### config.mk
export PLATFORM = sky130hd
export DESIGN_NAME = fba_cell
export DESIGN_NICKNAME = d
export VERILOG_FILES = /design/src/hw/rtl/fba_pkg.sv /design/src/hw/rtl/fba_cell.sv
export SDC_FILE = /design/constraint.sdc
export NUM_CORES = 1
export LEC_CHECK = 0
export CORE_MARGIN = 8
export CORE_UTILIZATION = 40
export CTS_BUF_LIST = sky130_fd_sc_hd__clkbuf_8
export CTS_CLUSTER_DIAMETER = 120
export DETAILED_ROUTE_END_ITERATION = 8
export DONT_BUFFER_PORTS = 1
export GPL_TIMING_DRIVEN = 0
export PLACE_DENSITY = 0.57
export SLEW_MARGIN = 10
export SYNTH_ARGS = -nofsm -noshare
export SYNTH_HDL_FRONTEND = slang
export SYNTH_SLANG_ARGS = --single-unit
### constraint.sdc
create_clock -name clk -period 6.9 [get_ports clk]
set_input_delay 1.035 -clock clk [delete_from_list [all_inputs] [get_ports clk]]
set_output_delay 1.035 -clock clk [all_outputs]
set_load 0.01 [all_outputs]
### src/hw/rtl/fba_pkg.sv
// Shared codes and types for the fit block allocator.
package fba_pkg;

    localparam int OP_W     = 2;
    localparam int SLOT_W   = 6;
    localparam int AMOUNT_W = 16;
    localparam int POL_W    = 2;
    localparam int BIU_W    = 7;
    localparam int CFG_IDX_W = 2;

    localparam logic [OP_W-1:0] OP_LOAD  = 2'd0;
    localparam logic [OP_W-1:0] OP_ALLOC = 2'd1;
    localparam logic [OP_W-1:0] OP_CLEAR = 2'd2;

    // Any other policy code behaves as first fit.
    localparam logic [POL_W-1:0] POL_FIRST = 2'd0;
    localparam logic [POL_W-1:0] POL_BEST  = 2'd1;
    localparam logic [POL_W-1:0] POL_WORST = 2'd2;

    localparam logic [CFG_IDX_W-1:0] REG_FIT_POLICY    = 2'd0;
    localparam logic [CFG_IDX_W-1:0] REG_BLOCKS_IN_USE = 2'd1;

    // Broadcast control to every cell of the chain.
    typedef struct packed {
        logic             load;
        logic             clear;
        logic             mark;
        logic [POL_W-1:0] policy;
    } fba_ctl_t;

endpackage

### src/hw/rtl/fba_cell.sv
// One table entry of the allocator chain: size, used mark and a search token stage.
module fba_cell
    import fba_pkg::*;
#(
    parameter int IDX    = 0,
    parameter int IDX_W  = 6,
    parameter int SIZE_W = 16,
    parameter int CNT_W  = 7
)
(
    input  logic              clk,
    input  logic              rst_n,
    input  fba_ctl_t          ctl,
    input  logic [IDX_W-1:0]  wr_idx,
    input  logic [SIZE_W-1:0] wr_size,
    input  logic [IDX_W-1:0]  mark_idx,
    input  logic [SIZE_W-1:0] req,
    input  logic [CNT_W-1:0]  count,
    input  logic              in_valid,
    input  logic              in_found,
    input  logic [IDX_W-1:0]  in_pick,
    input  logic [SIZE_W-1:0] in_left,
    output logic              out_valid,
    output logic              out_found,
    output logic [IDX_W-1:0]  out_pick,
    output logic [SIZE_W-1:0] out_left
);

    localparam logic [IDX_W-1:0] MY_IDX = IDX_W'(IDX);
    localparam logic [CNT_W-1:0] MY_CNT = CNT_W'(IDX);

    logic [SIZE_W-1:0] size_reg;
    logic              used_reg;
    logic              valid_reg;
    logic              found_reg;
    logic [IDX_W-1:0]  pick_reg;
    logic [SIZE_W-1:0] left_reg;

    logic              fits;
    logic              take;
    logic [SIZE_W-1:0] left;

    assign fits = (count > MY_CNT) && !used_reg && (size_reg >= req);
    assign left = size_reg - req;

    always_comb
    begin
        take = 1'b0;
        priority if (!in_found)
        begin
            take = fits;
        end
        else if (ctl.policy == POL_BEST)
        begin
            take = fits && (left < in_left);
        end
        else if (ctl.policy == POL_WORST)
        begin
            take = fits && (left > in_left);
        end
        else
        begin
            take = 1'b0;
        end
    end

    always_ff @(posedge clk)
    begin
        if (ctl.load && (wr_idx == MY_IDX))
        begin
            size_reg <= wr_size;
        end
        found_reg <= in_found | take;
        pick_reg  <= take ? MY_IDX : in_pick;
        left_reg  <= take ? left : in_left;
    end

    always_ff @(posedge clk or negedge rst_n)
    begin
        if (!rst_n)
        begin
            used_reg  <= 1'b0;
            valid_reg <= 1'b0;
        end
        else
        begin
            valid_reg <= in_valid;
            if (ctl.clear)
            begin
                used_reg <= 1'b0;
            end
            else if (ctl.mark && (mark_idx == MY_IDX))
            begin
                used_reg <= 1'b1;
            end
        end
    end

    assign out_valid = valid_reg;
    assign out_found = found_reg;
    assign out_pick  = pick_reg;
    assign out_left  = left_reg;

endmodule

==> impl_metrics.py, run 1 <==
metrics = {
    "sta": {
        "drv_slew": 0,
        "timing.final.crit_period_ps": 4550,
        "slew_headroom_pct": 68.7,
        "hold_ws_ps": 431,
        "worst_pin_slew_ps": 466,
        "skew_ps": 6.11,
        "max_freq_mhz": 220,
        "hold_viol_final": 0,
        "setup_viol": 0,
        "timing.final.crit_share_pct": 65.9,
        "grt_setup_unrepaired": "no",
        "tns_ps": 0,
    },
    "synth": {
        "yosys.area.top_type": "edfxtp_1",
        "ys_ff_latch": 41,
        "synth-edff-count": 16,
        "synth_cells": 247,
        "async_reset_ff_share_pct": 4.88,
        "ys_warn_count": 0,
        "synth_area_leaders": "edfxtp_1 18%, dfxtp_1 18%, ha_1 15%, mux2_4 6.3%, inv_1 5.3%",
        "synth_ff_type": "dfxtp_1",
        "synth-seq-area-share_pct": 37.9,
        "yosys.area.top_type_share_pct": 18.4,
        "syn_nets": 362,
        "ys_types": 51,
        "postSynthAreaPerCell_um2": 10.6,
        "netlist_area_mm2": 0.00261,
    },
    "worst_setup_path": {
        "cp_data_required_time_ps": 7080,
        "path_class": "input pin to flop",
        "crit_fanout": 10,
        "endpoint_kind": "flop",
        "cp-start-kind": "input pin",
        "critPathArrivalTime_ps": 4730,
    },
    "grt": {
        "use_met1_pct": 13.3,
        "grt_pass1_vias": 1837,
        "antenna_found_initial": 0,
        "gr-total-overflow": 0,
        "grt_usage_pct": 11.8,
        "use_met2_pct": 19.2,
        "top_usage_layer": "met2",
        "grt_pass1_wl_um": 9000,
        "grt_max_degree": 13,
        "use_met3_pct": 5.19,
    },
    "clock_tree": {
        "cts_resized": 0,
        "h-tree-depth": 2,
        "post-cts-setup-buffers": 0,
        "cts.clk_slew.worst_paths_ps": 70,
        "cts_root_buf": "clkbuf_8",
        "clock-sinks": 41,
        "cts-buffers-inserted": 5,
        "clock_latency_ps": 290,
        "cts_tree": "yes",
        "cts_hold_buf": 0,
        "cts_buffer_depth": 2,
    },
    "finish": {
        "area_growth_pct": 7.67,
        "final_layout_size_suffix_gt1_share_pct": 15.6,
        "diodes": 0,
        "final_cell_mix": "38 x inv_1, 32 x ha_1, 23 x dfxtp_1, 16 x a21oi_1, 16 x edfxtp_1",
        "finalNetCount": 371,
        "final_common_cell": "inv_1",
    },
    "power_and_ir_drop": {
        "p_sw_w": 0.000149,
        "pwr-share-clk_pct": 28.0,
        "pwr-share-seq_pct": 52.0,
        "power.density_mw_per_mm2": 191,
        "switching_share_pct": 27.7,
        "peakVddDrop_mv": 0.110,
        "p_leak_nw": 1.32,
        "p_comb_share_pct": 20.0,
        "internal-power_w": 0.000387,
    },
    "drt": {
        "drt_wl_total_um": 5600,
        "postRouteAntennaNets": 0,
        "first_pass_iters": 4,
        "drt_iter0_markers": 58,
        "viasPerCell": 5.28,
        "wire_per_inst_um": 16.8,
        "via_count": 1763,
        "drc": 0,
    },
    "run_status": {
        "outcome": "finished clean",
    },
    "floorplan": {
        "dieHeight_um": 96.8,
        "dieArea_mm2": 0.00937,
        "coreArea_mm2": 0.00635,
        "ios": 106,
        "rows": 29,
        "initial_core_util_pct": 41.1,
        "fp.dieW_um": 96.8,
    },
    "placed_design": {
        "dpl.hpwl_um": 4810,
        "place.gp.congestion": 0.760,
        "port_buffers": 0,
    },
    "flow_run": {
        "max_cap_viol_count": 0,
    },
    "worst_hold_path": {
        "min_path_type": "input pin to asynchronous set/reset pin",
    },
}
area by class of cell:
type                       count  area, um^2
multi-input combinational    167        1470
timing repair buffer           2        15.0
tap                           77        96.3
sequential                    41         991
fill                         603        3540
buffer                         2        22.5
clock buffer                   5        68.8
clock inverter                 3        13.8
inverter                      37         139
cell usage after synthesis (2+ instances only):
| master | number |
|---|---|
| inv_1 | 37 |
| ha_1 | 32 |
| dfxtp_1 | 23 |
| a21oi_1 | 16 |
| edfxtp_1 | 16 |
| mux2_4 | 11 |
| nand2_1 | 10 |
| nor2_1 | 10 |
| a21o_1 | 8 |
| and2_1 | 8 |
| xnor2_1 | 8 |
| nand4_1 | 5 |
| o21ai_0 | 5 |
| nand3_1 | 4 |
| xor2_1 | 4 |
| a211oi_1 | 3 |
| a21oi_2 | 3 |
| a211o_1 | 2 |
| a221o_1 | 2 |
| and3_4 | 2 |
| buf_6 | 2 |
| dfrtp_1 | 2 |
| mux2_2 | 2 |
| mux2i_1 | 2 |
| nor2b_1 | 2 |
| nor3_1 | 2 |
| nor4_1 | 2 |
per-layer routing:
layer / part of all wire (%) / routed length (um)
met2: 48 / 2700
met4: 1.2 / 68
met3: 7.7 / 433
met5: 0 / 0
met1: 43 / 2390
through the flow:
step	power (W)	util [%]	setup WS [ps]	cell area, um^2	cells
after detailed placement	0.000393	43.0	2010	2730	326
final	0.000536	44.3	2350	2810	334
after global placement	0.000391	42.6	2040	2710	324
after global routing	0.000570	44.3	2080	2810	334
after CTS	0.000546	44.3	2310	2810	334
after floorplan	0.000371	-	2430	2610	247
critical path, stage by stage:
cell	delay (ps)
ha_1	200
fa_1	400
nand2b_1	180
a21oi_1	160
a211o_1	240
nand2_1	110
a32oi_1	220
xor2_1	130
ha_1	340
nand4_1	160
a2111oi_2	370
a21oi_1	100
and4b_1	230
o31ai_4	290
buf_6	240
mux2_4	310
cells by family (layout without fill, tap and decap cells):
family / count (synthesis) / count (layout) / synth area share, %
muxes: 16 / 16 / 8.39
xor gates and xnor gates: 12 / 12 / 4.02
DFF: 41 / 41 / 37.9
adders and majority gates: 33 / 33 / 16.1
and+or+nand+nor: 52 / 52 / 11.2
AOI/OAI and AO/OA: 54 / 54 / 16.2
buffers and inverters: 39 / 49 / 6.18
power by group through the flow:
stage,clock (W),sequential [W],combinational [W]
floorplan,0,0.000282,0.0000893
global placement,0,0.000285,0.000106
detailed placement,0,0.000285,0.000108
CTS,0.000158,0.000279,0.000109
global route,0.000167,0.000281,0.000122
finish,0.000150,0.000279,0.000107
final timing paths:
kind	from	endpoint	slack, ps	cells past startpoint
setup / recovery	req[0]	out_left[9]	2350	16
hold / removal	rst_n	out_valid	430	0
setup reg to reg	size_reg[0]	out_left[9]	2740	17
hold reg to reg	used_reg	used_reg	520	2
max in group asynchronous	rst_n	used_reg	6400	0
min in group clk	used_reg	used_reg	520	2
Power figures use the tool's default switching activity.
==> inputs of run 2 (changes only) <==
PLACE_DENSITY = 0.59   (was 0.57)
clock period = 3.79 ns   (was 6.9 ns; I/O delays follow)
==> run 2 against run 1 <==
Against the previous run: the flow now finishes with violations (negative setup slack); die area stayed put; non-clock buffer count is 22 higher; sequential share of layout area is 5.0 points lower; wire length is 8.7% higher; register-to-register slack worse by 2900 ps; via count is 4.0% higher; cell count is 6.6% higher; worst setup slack worse by 2500 ps; critical path depth stayed put; utilization is 7.3 points higher; global-route usage is 0.79 points higher; sequential power is 82% higher; largest cell class unchanged.
==> impl_metrics.py, run 2 (synthesized netlist as in run 1, its figures left out) <==
metrics = {
    "floorplan": {
        "dieArea_mm2": 0.00937,
        "rows": 29,
        "initial_core_util_pct": 41.1,
        "dieHeight_um": 96.8,
        "coreArea_mm2": 0.00635,
        "ios": 106,
        "fp.dieW_um": 96.8,
    },
    "sta": {
        "worst_pin_slew_ps": 591,
        "tns_ps": -2260,
        "drv_slew": 0,
        "max_freq_mhz": 253,
        "skew_ps": 9.27,
        "timing.final.crit_period_ps": 3960,
        "grt_setup_unrepaired": "yes",
        "slew_headroom_pct": 60.3,
        "setup_viol": 22,
        "hold_viol_final": 0,
        "timing.final.crit_share_pct": 104,
        "layout_setup_ws_ps": -170,
    },
    "placed_design": {
        "dpl_worst_slack_ps": -481,
        "port_buffers": 0,
        "place.gp.congestion": 0.745,
        "dpl.hpwl_um": 4780,
        "placed_cells": 326,
    },
    "finish": {
        "diodes": 0,
        "area_growth_pct": 25.5,
        "final_cell_mix": "37 x inv_1, 25 x ha_1, 23 x dfxtp_1, 21 x buf_4, 16 x edfxtp_1",
        "final_layout_size_suffix_gt1_share_pct": 31.9,
        "final_common_cell": "inv_1",
        "final_cells": 356,
        "finalNetCount": 393,
    },
    "run_status": {
        "failed_checks": "negative setup slack",
        "outcome": "finished with violations",
    },
    "clock_tree": {
        "cts_buffer_depth": 2,
        "cts_tree": "yes",
        "clock_latency_ps": 300,
        "cts.clk_slew.worst_paths_ps": 80,
        "h-tree-depth": 2,
        "cts-buffers-inserted": 5,
        "clock-sinks": 41,
        "cts_root_buf": "clkbuf_8",
    },
    "grt": {
        "grt_pass1_wl_um": 9430,
        "gr-total-overflow": 0,
        "grt_max_degree": 14,
        "antenna_found_initial": 0,
        "grt_pass1_vias": 1914,
        "grt_usage_pct": 12.5,
    },
    "worst_setup_path": {
        "slowest_delay_ps": 420,
        "crit_fanout": 5,
        "path_class": "flop to flop",
        "cp-start-kind": "flop",
        "critPathArrivalTime_ps": 4140,
        "endpoint_kind": "flop",
        "cp_data_required_time_ps": 3970,
        "cpMaxStageDelayCell": "edfxtp_1",
        "worstPathCellList": "ha_4 -> and3_4 -> and2_4 -> and3_4 -> a2111o_1 -> a21oi_2 -> xnor2_2 -> ha_1 -> nand4_1 -> buf_4 -> nor2_4 -> a21oi_2 -> and4b_1 -> o31ai_4 -> buf_6 -> mux2_4",
    },
    "drt": {
        "postRouteAntennaNets": 0,
        "drt_wl_total_um": 6080,
        "via_count": 1833,
        "viasPerCell": 5.15,
        "wire_per_inst_um": 17.1,
        "first_pass_iters": 4,
        "drt_iter0_markers": 23,
        "drc": 0,
    },
    "flow_run": {
        "max_cap_viol_count": 0,
    },
    "worst_hold_path": {
        "min_path_type": "input pin to flop",
    },
    "power_and_ir_drop": {
        "power.density_mw_per_mm2": 361,
        "p_leak_nw": 1.51,
        "peakVddDrop_mv": 0.200,
    },
}
run 2: changes by cell type in the layout (fill, tap and decap cells not counted), moves of 2 or more:
| cell | previous run | this run |
|---|---|---|
| a21oi_1 | 16 | 13 |
| buf_4 | 2 | 21 |
| and2_1 | 8 | 4 |
| mux2_4 | 11 | 14 |
| ha_1 | 32 | 25 |
| nor2_1 | 10 | 8 |
| xnor2_2 | 0 | 2 |
| xnor2_1 | 8 | 6 |
| and2_4 | 1 | 5 |
| bufinv_16 | 0 | 2 |
| a21oi_4 | 0 | 2 |
| mux2_2 | 2 | 0 |
| ha_4 | 0 | 6 |
run 2: layout make-up:
type | instances | area (um^2)
fillers | 567 | 3070
multi-input cells | 167 | 1700
flip-flops and latches | 41 | 991
repair buffers | 24 | 199
inverters | 37 | 139
well taps | 77 | 96.3
clock buffers | 5 | 68.8
clock inverters | 3 | 65.1
plain buffers | 2 | 22.5
run 2: worst paths after layout:
kind	startpoint	end	slack [ps]	cells after the start
max	size_reg[7]	out_left[9]	-170	16
min	in_valid	out_valid	300	0
max reg2reg	size_reg[7]	out_left[9]	-170	16
min reg2reg	used_reg	used_reg	520	2
max in group asynchronous	rst_n	used_reg	3170	1
min in group asynchronous	rst_n	out_valid	500	1
run 2: worst max-delay path: cells and delay by family (launching register included):
kind,cells,cell delay [ps]
flops,1,420
buf+inv,2,400
xor+xnor,1,90
fa+ha+maj,2,550
compound gates,4,1040
simple gates,6,1040
mux,1,300
run 2: power by group:
part	leakage (nW)	switching (W)	internal (W)	total [W]
sequential	0.364	0.0000243	0.000484	0.000508
clock	0.0681	0.000160	0.000262	0.000422
combinational	1.07	0.000117	0.000137	0.000253
run 2: what timing repair did:
action                                  in CTS  in global routing
resized for setup                           14                 11
hold buffers                                 1                  0
cloned                                       1                  0
endpoints found under the setup margin      22                 22
buffers inserted                            13                  7
pin swaps                                   21                 25
hold endpoints to repair                     2                  0
run 2: layer usage:
layer  share of wire, %  wire length (um)  global-route usage [%]  vias up
met2                 50              3040                    21.4       51
met5                  0                 0                       0        -
met4                1.2                72                    4.26        0
li1                   -                 -                       -      939
met1                 42              2560                    13.6      836
met3                6.7               406                    5.26        7
run 2: metrics by stage:
step | cell area, um^2 | hold slack [ps] | utilization [%] | total power [W]
4_1_cts | 3180 | 284 | 50.0 | 0.00118
6_report | 3280 | 296 | 51.6 | 0.00118
5_1_grt | 3280 | 274 | 51.6 | 0.00125
3_5_place_dp | 2840 | 273 | 44.7 | 0.000726
2_1_floorplan | 2720 | 273 | - | 0.000686
3_3_place_gp | 2820 | 273 | 44.4 | 0.000723
